**src/rtl/rap_pkg.sv**
```systemverilog
// shared types and codes of the rgb alpha channel packer
package rap_pkg;

  localparam int unsigned CFG_INDEX_BITS = 2;
  localparam int unsigned CFG_DATA_BITS  = 2;

  localparam logic [CFG_INDEX_BITS-1:0] CFG_GREEN_INV     = 2'd0;
  localparam logic [CFG_INDEX_BITS-1:0] CFG_ALPHA_INV     = 2'd1;
  localparam logic [CFG_INDEX_BITS-1:0] CFG_ALPHA_STRETCH = 2'd2;
  localparam logic [CFG_INDEX_BITS-1:0] CFG_ALPHA_SEL     = 2'd3;

  localparam logic REQ_MEASURE = 1'b0;
  localparam logic REQ_PACK    = 1'b1;

  localparam logic [1:0] CHAN_RED   = 2'd0;
  localparam logic [1:0] CHAN_GREEN = 2'd1;
  localparam logic [1:0] CHAN_BLUE  = 2'd2;
  localparam logic [1:0] CHAN_ALPHA = 2'd3;

  localparam int unsigned USER_BITS = 2;

  typedef struct packed {
    logic load;
    logic div_start;
    logic out_load;
  } cmd_t;

  typedef struct packed {
    logic div_done;
    logic normalize;
  } status_t;

endpackage

```
**src/rtl/rap_div.sv**
```systemverilog
// restoring divider, one quotient bit per cycle, saturates when the quotient would overflow
module rap_div #(
  parameter int unsigned WIDTH = 16
) (
  input  logic             clk,
  input  logic             rst,
  input  logic             start,
  input  logic [WIDTH-1:0] numer,
  input  logic [WIDTH-1:0] denom,
  output logic             done,
  output logic [WIDTH-1:0] quot
);

  localparam int unsigned CNT_BITS = $clog2(WIDTH + 1);
  localparam logic [WIDTH-1:0] FULL = {WIDTH{1'b1}};

  logic [2*WIDTH-1:0] scaled;
  logic [WIDTH-1:0]   rem;
  logic [WIDTH-1:0]   low;
  logic [WIDTH-1:0]   q;
  logic [WIDTH-1:0]   divisor;
  logic               sat;
  logic               busy;
  logic [CNT_BITS-1:0] cnt;
  logic [WIDTH:0]     trial;

  // numer * full scale, top half is below denom unless saturated
  assign scaled = ({{WIDTH{1'b0}}, numer} << WIDTH) - {{WIDTH{1'b0}}, numer};
  assign trial  = {rem, low[WIDTH-1]} - {1'b0, divisor};
  assign quot   = sat ? FULL : q;

  always_ff @(posedge clk) begin
    if (rst) begin
      busy <= 1'b0;
      done <= 1'b0;
      cnt  <= '0;
    end else begin
      done <= 1'b0;
      if (start) begin
        busy <= 1'b1;
        cnt  <= CNT_BITS'(WIDTH);
      end else if (busy) begin
        cnt <= cnt - 1'b1;
        if (cnt == CNT_BITS'(1)) begin
          busy <= 1'b0;
          done <= 1'b1;
        end
      end
    end
  end

  always_ff @(posedge clk) begin
    if (start) begin
      rem     <= scaled[2*WIDTH-1:WIDTH];
      low     <= scaled[WIDTH-1:0];
      divisor <= denom;
      sat     <= (numer >= denom);
      q       <= '0;
    end else if (busy) begin
      low <= {low[WIDTH-2:0], 1'b0};
      if (!trial[WIDTH]) begin
        rem <= trial[WIDTH-1:0];
        q   <= {q[WIDTH-2:0], 1'b1};
      end else begin
        rem <= {rem[WIDTH-2:0], low[WIDTH-1]};
        q   <= {q[WIDTH-2:0], 1'b0};
      end
    end
  end

endmodule

```
**src/rtl/rap_datapath.sv**
```systemverilog
// datapath: configuration, running min and max, beat holding, normalizing and output conversion
module rap_datapath #(
  parameter int unsigned CHAN_BITS = 16,
  parameter int unsigned OUT_BITS  = 8,
  parameter int unsigned IN_W      = 112,
  parameter int unsigned OUT_W     = 32
) (
  input  logic                               clk,
  input  logic                               rst,
  input  logic                               cfg_we,
  input  logic [rap_pkg::CFG_INDEX_BITS-1:0] cfg_index,
  input  logic [rap_pkg::CFG_DATA_BITS-1:0]  cfg_data,
  input  logic [IN_W-1:0]                    s_tdata,
  input  logic [rap_pkg::USER_BITS-1:0]      s_tuser,
  input  rap_pkg::cmd_t                      cmd,
  output rap_pkg::status_t                   status,
  output logic [OUT_W-1:0]                   m_tdata
);
  import rap_pkg::*;

  localparam int unsigned C = CHAN_BITS;
  localparam int unsigned O = OUT_BITS;
  localparam int unsigned X = C + O + 1;
  localparam logic [C-1:0] FULL = {C{1'b1}};
  localparam logic [X-1:0] M_X    = X'({C{1'b1}});
  localparam logic [X-1:0] M2_X   = X'({C{1'b1}}) << 1;
  localparam logic [X-1:0] HALF_X = X'({C{1'b1}}) >> 1;

  logic       green_inv;
  logic       alpha_inv;
  logic       alpha_stretch;
  logic [1:0] alpha_sel;

  logic [C-1:0] chan_min;
  logic [C-1:0] chan_max;
  logic [C-1:0] red_hold;
  logic [C-1:0] green_hold;
  logic [C-1:0] blue_hold;
  logic [C-1:0] alpha_hold;
  logic [C-1:0] diff_hold;
  logic [C-1:0] range_hold;

  logic [C-1:0] alpha_in;
  logic [C-1:0] base_min;
  logic [C-1:0] base_max;
  logic [C-1:0] diff_in;
  logic [C-1:0] range_in;
  logic [C-1:0] quot;
  logic [C-1:0] alpha_norm;
  logic [C-1:0] alpha_fin;
  logic         div_done;

  // round to nearest: (v * out full + chan full / 2) / chan full
  function automatic logic [O-1:0] to_out(input logic [C-1:0] v);
    logic [X-1:0] x;
    logic [X-1:0] t;
    logic [X-1:0] q1;
    logic [X-1:0] r;
    logic [X-1:0] q;
    x  = (X'(v) << O) - X'(v) + HALF_X;
    t  = x + (x >> C);
    q1 = t >> C;
    r  = x - (q1 << C) + q1;
    if (r >= M2_X) begin
      q = q1 + X'(2);
    end else if (r >= M_X) begin
      q = q1 + X'(1);
    end else begin
      q = q1;
    end
    return q[O-1:0];
  endfunction

  always_ff @(posedge clk) begin
    if (rst) begin
      green_inv     <= 1'b0;
      alpha_inv     <= 1'b0;
      alpha_stretch <= 1'b0;
      alpha_sel     <= CHAN_RED;
    end else if (cfg_we) begin
      case (cfg_index)
        CFG_GREEN_INV:     green_inv     <= cfg_data[0];
        CFG_ALPHA_INV:     alpha_inv     <= cfg_data[0];
        CFG_ALPHA_STRETCH: alpha_stretch <= cfg_data[0];
        CFG_ALPHA_SEL:     alpha_sel     <= cfg_data[1:0];
        default: ;
      endcase
    end
  end

  always_comb begin
    case (alpha_sel)
      CHAN_RED:   alpha_in = s_tdata[3*C +: C];
      CHAN_GREEN: alpha_in = s_tdata[4*C +: C];
      CHAN_BLUE:  alpha_in = s_tdata[5*C +: C];
      CHAN_ALPHA: alpha_in = s_tdata[6*C +: C];
      default:    alpha_in = s_tdata[3*C +: C];
    endcase
  end

  // first pixel of a measure pass starts from the empty interval
  assign base_min = s_tuser[1] ? FULL : chan_min;
  assign base_max = s_tuser[1] ? '0 : chan_max;
  assign diff_in  = (alpha_in > chan_min) ? alpha_in - chan_min : '0;
  assign range_in = (chan_max > chan_min) ? chan_max - chan_min : C'(1);

  always_ff @(posedge clk) begin
    if (rst) begin
      chan_min <= FULL;
      chan_max <= '0;
    end else if (cmd.load && s_tuser[0] == REQ_MEASURE) begin
      chan_min <= (alpha_in < base_min) ? alpha_in : base_min;
      chan_max <= (alpha_in > base_max) ? alpha_in : base_max;
    end
  end

  always_ff @(posedge clk) begin
    if (cmd.load) begin
      red_hold   <= s_tdata[0 +: C];
      green_hold <= green_inv ? FULL - s_tdata[C +: C] : s_tdata[C +: C];
      blue_hold  <= s_tdata[2*C +: C];
      alpha_hold <= alpha_in;
      diff_hold  <= diff_in;
      range_hold <= range_in;
    end
  end

  rap_div #(
    .WIDTH(C)
  ) u_div (
    .clk   (clk),
    .rst   (rst),
    .start (cmd.div_start),
    .numer (diff_hold),
    .denom (range_hold),
    .done  (div_done),
    .quot  (quot)
  );

  assign alpha_norm = alpha_stretch ? quot : alpha_hold;
  assign alpha_fin  = alpha_inv ? FULL - alpha_norm : alpha_norm;

  always_ff @(posedge clk) begin
    if (cmd.out_load) begin
      m_tdata <= OUT_W'({to_out(alpha_fin), to_out(blue_hold), to_out(green_hold),
                         to_out(red_hold)});
    end
  end

  assign status.div_done  = div_done;
  assign status.normalize = alpha_stretch;

endmodule

```
**src/rtl/rap_ctrl.sv**
```systemverilog
// controller: beat acceptance, divider sequencing and output register handshake
module rap_ctrl (
  input  logic             clk,
  input  logic             rst,
  input  logic             s_tvalid,
  input  logic             req_type,
  output logic             s_tready,
  input  logic             m_tready,
  output logic             m_tvalid,
  output rap_pkg::cmd_t    cmd,
  input  rap_pkg::status_t status
);
  import rap_pkg::*;

  localparam logic [1:0] S_IDLE  = 2'd0;
  localparam logic [1:0] S_START = 2'd1;
  localparam logic [1:0] S_DIV   = 2'd2;
  localparam logic [1:0] S_OUT   = 2'd3;

  logic [1:0] state;
  logic [1:0] state_next;
  logic       m_tvalid_next;

  assign s_tready = (state == S_IDLE);

  always_comb begin
    state_next    = state;
    cmd           = '0;
    m_tvalid_next = m_tvalid && !m_tready;
    case (state)
      S_IDLE: begin
        if (s_tvalid) begin
          cmd.load = 1'b1;
          if (req_type == REQ_PACK) begin
            state_next = status.normalize ? S_START : S_OUT;
          end
        end
      end
      S_START: begin
        cmd.div_start = 1'b1;
        state_next    = S_DIV;
      end
      S_DIV: begin
        if (status.div_done) begin
          state_next = S_OUT;
        end
      end
      S_OUT: begin
        if (!m_tvalid || m_tready) begin
          cmd.out_load  = 1'b1;
          m_tvalid_next = 1'b1;
          state_next    = S_IDLE;
        end
      end
      default: state_next = S_IDLE;
    endcase
  end

  always_ff @(posedge clk) begin
    if (rst) begin
      state    <= S_IDLE;
      m_tvalid <= 1'b0;
    end else begin
      state    <= state_next;
      m_tvalid <= m_tvalid_next;
    end
  end

  a_out_load_free: assert property (@(posedge clk) disable iff (rst)
    cmd.out_load |-> (!m_tvalid || m_tready))
    else $error("output register overwritten while a beat is pending");

  a_done_in_div: assert property (@(posedge clk) disable iff (rst)
    status.div_done |-> (state == S_DIV))
    else $error("divider finished outside its wait state");

  a_start_to_div: assert property (@(posedge clk) disable iff (rst)
    (state == S_START) |=> (state == S_DIV))
    else $error("divider start not followed by wait");

  a_valid_from_out: assert property (@(posedge clk) disable iff (rst)
    $rose(m_tvalid) |-> ($past(state) == S_OUT))
    else $error("output beat raised outside the output state");

endmodule

```
**src/rtl/rgb_alpha_channel_packer.sv**
```systemverilog
// top level of the rgb alpha channel packer
//
// input stream s_*: one beat per pixel. tuser[0] is the kind (0 measure, 1 pack),
// tuser[1] marks the first pixel of a measure pass. a measure beat folds the
// selected channel of the alpha source pixel into a running min and max and
// gives no output beat. a pack beat gives one rgba beat on
// m_* with each channel rounded to OUT_BITS.
// a pack beat without normalizing goes from the idle to the output state; with
// normalizing it first passes the start and divide states, where the
// one-bit-per-cycle divider scales alpha by the measured range. the output
// state loads the output register and raises m_tvalid. one beat is in work at
// a time: measure beats every cycle while idle; a pack beat blocks the input.
// the output register holds a finished beat while the next input beat is taken;
// a stalled receiver holds m_tdata steady and blocks the next pack beat only
// when it reaches the output stage.
// configuration: cfg_we writes cfg_data into register cfg_index at the clock
// edge; the user must do so only while idle, the block does not enforce it.
// reset (rst, synchronous): min all ones, max zero, configuration registers
// zero, no output beat pending; data holding registers are not reset.
module rgb_alpha_channel_packer #(
  parameter int unsigned CHAN_BITS = 16,
  parameter int unsigned OUT_BITS  = 8
) (
  input  logic                                clk,
  input  logic                                rst,
  input  logic                                cfg_we,
  input  logic [rap_pkg::CFG_INDEX_BITS-1:0]  cfg_index,
  input  logic [rap_pkg::CFG_DATA_BITS-1:0]   cfg_data,
  input  logic                                s_tvalid,
  output logic                                s_tready,
  // red_in, green_in, blue_in, src_chan0, src_chan1, src_chan2, src_chan3
  input  logic [((7*CHAN_BITS+7)/8)*8-1:0]    s_tdata,
  // req_type, first_pixel
  input  logic [rap_pkg::USER_BITS-1:0]       s_tuser,
  output logic                                m_tvalid,
  input  logic                                m_tready,
  // red_out, green_out, blue_out, alpha_out
  output logic [((4*OUT_BITS+7)/8)*8-1:0]     m_tdata
);
  import rap_pkg::*;

  localparam int unsigned IN_W  = ((7*CHAN_BITS+7)/8)*8;
  localparam int unsigned OUT_W = ((4*OUT_BITS+7)/8)*8;

  cmd_t    cmd;
  status_t status;

  rap_ctrl u_ctrl (
    .clk      (clk),
    .rst      (rst),
    .s_tvalid (s_tvalid),
    .req_type (s_tuser[0]),
    .s_tready (s_tready),
    .m_tready (m_tready),
    .m_tvalid (m_tvalid),
    .cmd      (cmd),
    .status   (status)
  );

  rap_datapath #(
    .CHAN_BITS (CHAN_BITS),
    .OUT_BITS  (OUT_BITS),
    .IN_W      (IN_W),
    .OUT_W     (OUT_W)
  ) u_datapath (
    .clk       (clk),
    .rst       (rst),
    .cfg_we    (cfg_we),
    .cfg_index (cfg_index),
    .cfg_data  (cfg_data),
    .s_tdata   (s_tdata),
    .s_tuser   (s_tuser),
    .cmd       (cmd),
    .status    (status),
    .m_tdata   (m_tdata)
  );

endmodule
```
**config.mk**
```make
export PLATFORM = sky130hd
export DESIGN_NAME = rgb_alpha_channel_packer
export DESIGN_NICKNAME = d
export VERILOG_FILES = /design/src/rtl/rap_pkg.sv /design/src/rtl/rap_div.sv /design/src/rtl/rap_datapath.sv /design/src/rtl/rap_ctrl.sv /design/src/rtl/rgb_alpha_channel_packer.sv
export SDC_FILE = /design/constraint.sdc
export NUM_CORES = 1
export LEC_CHECK = 0
export BUFFER_PORTS_ARGS = -buffer_cell sky130_fd_sc_hd__buf_2
export CAP_MARGIN = 15
export CORE_ASPECT_RATIO = 1.4
export CORE_UTILIZATION = 29
export DETAILED_ROUTE_END_ITERATION = 12
export PLACE_DENSITY = 0.54
export SYNTH_ARGS = -nofsm -noshare
export SYNTH_HDL_FRONTEND = slang
export SYNTH_SLANG_ARGS = --single-unit
```
**constraint.sdc**
```tcl
create_clock -name clk -period 14.45 [get_ports clk]
set_input_delay 2.89 -clock clk [delete_from_list [all_inputs] [get_ports clk]]
set_output_delay 2.89 -clock clk [all_outputs]
set_load 0.005 [all_outputs]
```
# After elaboration in Yosys (flattened, before gate mapping)
# Index checks and enable logic that the tools add are counted.
# Widths: inputs -> output; s select.
# word_totals
reg_bits	240
output_inout_bits	34
wordCells	146
# classes
n_addsub	35
order_cmp	13
n_eq_ne	14
mux	42
bitwise_logic	2
reduce_logical	16
# op_table
op	count
$mux 16	13
$add 25x9->25	8
$add 25x15->25 const B	4
$ge 25x16->1 const B	4
$ge 25x17->1 const B	4
$sub 24x16->25	4
$sub 25x25->25	4
$mux 8	8
$pmux 16 s4	1
$gt 16x16->1	3
$add 8x1->8 const B	4
$add 8x2->8 const B	4
$sub 16x16->16	2
$sub 16x16->16 const A	2
$sub 32x16->32	1
$sub 17x16->17	1
$ge 16x16->1	1
$lt 16x16->1	1
$eq 2x2->1 const B	6
$mux 1	12
$mux 2	5
$mux 5	2
$pmux 2 s4	1
$reduce_and 2->1	4
other kinds (14)	23

# Depth between registers and ports, before layout
# logic_depth
ltp_word	12
ltp_mapped	42
depth_no_buf	38

# Hierarchy
# A second synthesis with hierarchy kept.
# unflattened
hier_cells	2943
hier_area_um2	25997.4
# modules_own_cells
module	instances	cells_per_inst	area_each_um2	seq_area_each_um2
rap_datapath	1	2435	21051.4	4584.4
rap_div	1	482	4715.8	1931.9
rap_ctrl	1	26	230.2	60.1

# Worst setup path before layout
# No wires, ideal clock.
# synth_timing
path_kind	register to register
start	reg u_datapath.alpha_stretch
end	reg u_datapath.m_tdata[30] (data pin)
setup_ps	263
t_arrival_ps	8412
setup_slack_ps	5775
stages_incl_launch_ff	43
n_path_buf	4
period_less_slack_ps	8675
path_cell_list	dfxtp_1 -> buf_2 -> buf_6 -> inv_2 -> clkbuf_1 -> or3_1 -> o21ai_0 -> xnor2_1 -> ha_1 -> ha_1 -> fa_1 -> a211oi_1 -> o21ai_0 -> a41oi_1 -> o22a_2 -> o21bai_1 -> mux2i_1 -> xor2_1 -> (+7 left out) -> ha_1 -> clkbuf_1 -> inv_1 -> ha_1 -> inv_1 -> ha_1 -> nor2b_1 -> o21bai_1 -> a21boi_0 -> mux2_2 -> a2111oi_0 -> and4_1 -> o211ai_1 -> o31a_1 -> or3_1 -> or3_1 -> o41ai_2 -> xnor2_1
# synth_between
elab_chain_cells	11
elab_cells_between_ends	14
cone_classes	8 x add/sub; 2 x order compare; 4 x mux
# synth_lines
element	line	source
start, declared	rap_datapath.sv:31	logic alpha_stretch;
start signal, assigned	rap_datapath.sv:84	CFG_ALPHA_STRETCH: alpha_stretch <= cfg_data[0];
$mux 16 (*)	rap_datapath.sv:140	assign alpha_norm = alpha_stretch ? quot : alpha_hold;
$sub 16x16->16	rap_datapath.sv:141	assign alpha_fin = alpha_inv ? FULL - alpha_norm : alpha_norm;
$mux 16 (*)	rap_datapath.sv:141	
$sub 24x16->25 (*)	rap_datapath.sv:60	x = (X'(v) << O) - X'(v) + HALF_X;
$add 25x15->25 (*)	rap_datapath.sv:60	
$add 25x9->25	rap_datapath.sv:61	t = x + (x >> C);
$sub 25x25->25	rap_datapath.sv:63	r = x - (q1 << C) + q1;
$add 25x9->25	rap_datapath.sv:63	
$ge 25x16->1	rap_datapath.sv:66	end else if (r >= M_X) begin
$mux 8	rap_datapath.sv:66	
$mux 8 (*)	rap_datapath.sv:64	if (r >= M2_X) begin
end signal, assigned	rap_datapath.sv:145	m_tdata <= OUT_W'({to_out(alpha_fin), to_out(blue_hold), to_out(green_hold),
end, declared	rap_datapath.sv:17	output logic [OUT_W-1:0] m_tdata
# Every way passes the cells marked *; elsewhere a longest branch is shown, timed or not.
# A chain may end at the register's enable or synchronous reset.

# Worst setup path in the final report
# Ends and elaborated chain as after synthesis.

==> impl_metrics.py <==
metrics = {
    "placed_design": {
        "numPortBuffers": 156,
        "globalplace.congestion": 0.903,
        "dp_cells": 4128,
        "place_ws_ns": 4.46,
        "dp_hpwl_mm": 56.2,
    },
    "worst_setup_path": {
        "critPathBufInv": 3,
        "cp_max_fo": 29,
        "start_kind": "flop",
        "cp_top_family": "compound AO/OA/AOI/OAI gates",
        "crit_arrival_ns": 10.44,
        "end_kind": "flop",
        "cp.required_ns": 14.78,
        "critPathMaxStageDelay_ns": 0.88,
        "crit_type": "reg -> reg",
        "crit_top_cell": "ha_1",
        "critPathSlowestCell": "dfxtp_1",
    },
    "yosys": {
        "post_synth_xor_area_fraction": 0.0819,
        "ys_seq_elements": 240,
        "synth_top_area_cell": "edfxtp_1",
        "synth_cell_type_count": 105,
        "synth_seq_area_share": 0.261,
        "avgSynthCellArea_um2": 8.85,
        "yosysMostFrequentCell": "ha_1",
        "synthSimpleGateAreaFrac": 0.161,
        "synth_common_cells": "406 x ha_1, 366 x inv_1, 224 x nor2_1",
        "synth_area_mm2": 0.0252,
        "ys_top_cells_by_area": "edfxtp_1 21%, ha_1 20%, inv_1 5.4%",
        "synthFlopType": "edfxtp_1",
        "synth-compound-area-share": 0.184,
        "synthArstFlopShare": 0,
        "yosys.area_share.adder": 0.207,
        "synth_nets": 3389,
        "syn_inst": 2853,
        "synth_top_family_by_area": "adder cells",
        "yosysTopAreaCellShare": 0.211,
        "synthMuxAreaShare": 0.0424,
        "yosysWarningCount": 0,
        "synth_edf_count": 177,
    },
    "timing": {
        "final-setup-viol-count": 0,
        "clock.fmax_mhz": 98.9,
        "period_minus_slack_ns": 10.11,
        "slew_headroom": 0.267,
        "finalWorstSetupSlack_ns": 4.34,
        "fin_crit_sh": 0.700,
        "rsz0062_at_grt": "false",
        "maxSlewViolCount": 0,
        "skew_ns": 0.0306,
        "setup_tns_ns": 0,
        "worst_pin_slew_ns": 1.10,
        "hold_violations": 0,
    },
    "die": {
        "dieArea_mm2": 0.0882,
        "core-area_mm2": 0.0860,
        "pin_count": 157,
        "fp-row-count": 127,
        "initial_utilization": 0.294,
        "die_h_um": 351,
        "fp.dieW_um": 251,
    },
    "global_routing": {
        "grt_pass1_vias": 21100,
        "grt_start_max_net_pins": 81,
        "overflow": 0,
        "antenna_found_initial": 5,
        "grt_pass1_wl_mm": 108,
        "grt_use_total": 0.153,
    },
    "status": {
        "status": "finished clean",
    },
    "layout": {
        "fill_cells": 9034,
        "stdcell_count": 4188,
        "post-route-util": 0.332,
        "largest_reg_flops": 32,
        "drive_gt1_frac": 0.102,
        "syn_to_final_growth_pct": 13.1,
        "nets": 3537,
        "top_register": "u_datapath.m_tdata",
    },
    "route": {
        "highest_layer": "met5",
        "ant_nets": 0,
        "first_pass_iters": 5,
        "num_vias": 21100,
        "wire_per_inst_um": 16.3,
        "drt-total-wl_mm": 68.4,
        "avgViaCountPerCell": 5.03,
        "route.detailed.drc": 0,
        "m1WireLength_mm": 27.4,
        "dr_wl_met2_mm": 36.3,
        "wl_met3_mm": 2.04,
        "dr.first_iter.drc_count": 1038,
    },
    "clock_tree": {
        "cts_sinks": 240,
        "path_clk_slew_ns": 0.06,
        "post-cts-setup-buffers": 0,
        "root_buffer": "clkbuf_16",
        "tritoncts": "done",
        "clock_path_buffers": 3,
        "h-tree-depth": 1,
        "insertion_delay_ns": 0.61,
        "cts_buffers": 31,
        "cts_resized": 0,
        "hold_buffers": 0,
    },
    "hold_path": {
        "min_path_type": "reg -> reg",
    },
    "job": {
        "cap_violations": 0,
    },
}
per-layer routing:
metal | vias to the layer above | track usage
met3 | 125 | 0.0166
met4 | 6 | 0.0627
met5 | - | 0
li1 | 10700 | -
met1 | 9905 | 0.163
met2 | 374 | 0.300
cell usage in the layout, fill, tap and decap left out, drive strengths merged, types with 17 or more instances in the layout:
| cell type | count |
|---|---|
| edfxtp | 177 |
| xnor2 | 155 |
| nor2 | 226 |
| dfxtp | 63 |
| o21ai | 136 |
| o21a | 32 |
| and3 | 27 |
| mux2i | 54 |
| o22a | 18 |
| a2111oi | 23 |
| ha | 406 |
| a21o | 64 |
| or2 | 17 |
| o211ai | 17 |
| nand2 | 119 |
| clkbuf | 34 |
| buf | 168 |
| or3 | 37 |
| nand3 | 57 |
| nor4 | 23 |
| a211oi | 33 |
| nand4 | 31 |
| inv | 370 |
| a21oi | 169 |
| xor2 | 73 |
| nor2b | 48 |
| o21bai | 17 |
| nor3 | 79 |
| nand2b | 50 |
cells by family (layout without fill, tap and decap cells):
kind of cell	after synthesis	after routing
other cells	0	2
fa+ha+maj	413	413
simple gates	785	785
mux	85	85
flops	240	240
xor+xnor	230	230
buf+inv	421	593
compound gates	679	679
worst paths after layout:
| kind | slack (ns) | startpoint | to | cells after the start |
|---|---|---|---|---|
| hold / removal | 0.45 | u_datapath.range_hold[7] | u_datapath.u_div.divisor[7] | 0 |
| hold reg to reg | 0.45 | u_datapath.range_hold[7] | u_datapath.u_div.divisor[7] | 0 |
| setup / recovery | 4.34 | u_datapath.alpha_stretch | u_datapath.m_tdata[30] | 38 |
| setup reg to reg | 4.34 | u_datapath.alpha_stretch | u_datapath.m_tdata[30] | 38 |
through the flow:
| step | hold WS (ns) | cell area, um^2 |
|---|---|---|
| after floorplan | 0.426 | 25200 |
| after global placement | 0.434 | 27400 |
| after detailed placement | 0.437 | 27400 |
| after CTS | 0.451 | 28500 |
| after global routing | 0.454 | 28500 |
| final | 0.451 | 28500 |
final cells by class:
| cell class | count | area [um^2] | area share |
|---|---|---|---|
| Sequential cell | 240 | 6580 | 0.230 |
| Multi-Input combinational cell | 2192 | 17100 | 0.599 |
| Tap cell | 1161 | 1450 | 0.0509 |
| Clock buffer | 34 | 818 | 0.0287 |
| Antenna cell | 2 | 5.00 | 0.000175 |
| Inverter | 368 | 1380 | 0.0484 |
| Clock inverter | 23 | 323 | 0.0113 |
| Timing Repair Buffer | 168 | 891 | 0.0312 |
Power is not shown: default switching activity piles up to over one toggle a cycle in this logic, so the estimate is an artifact.
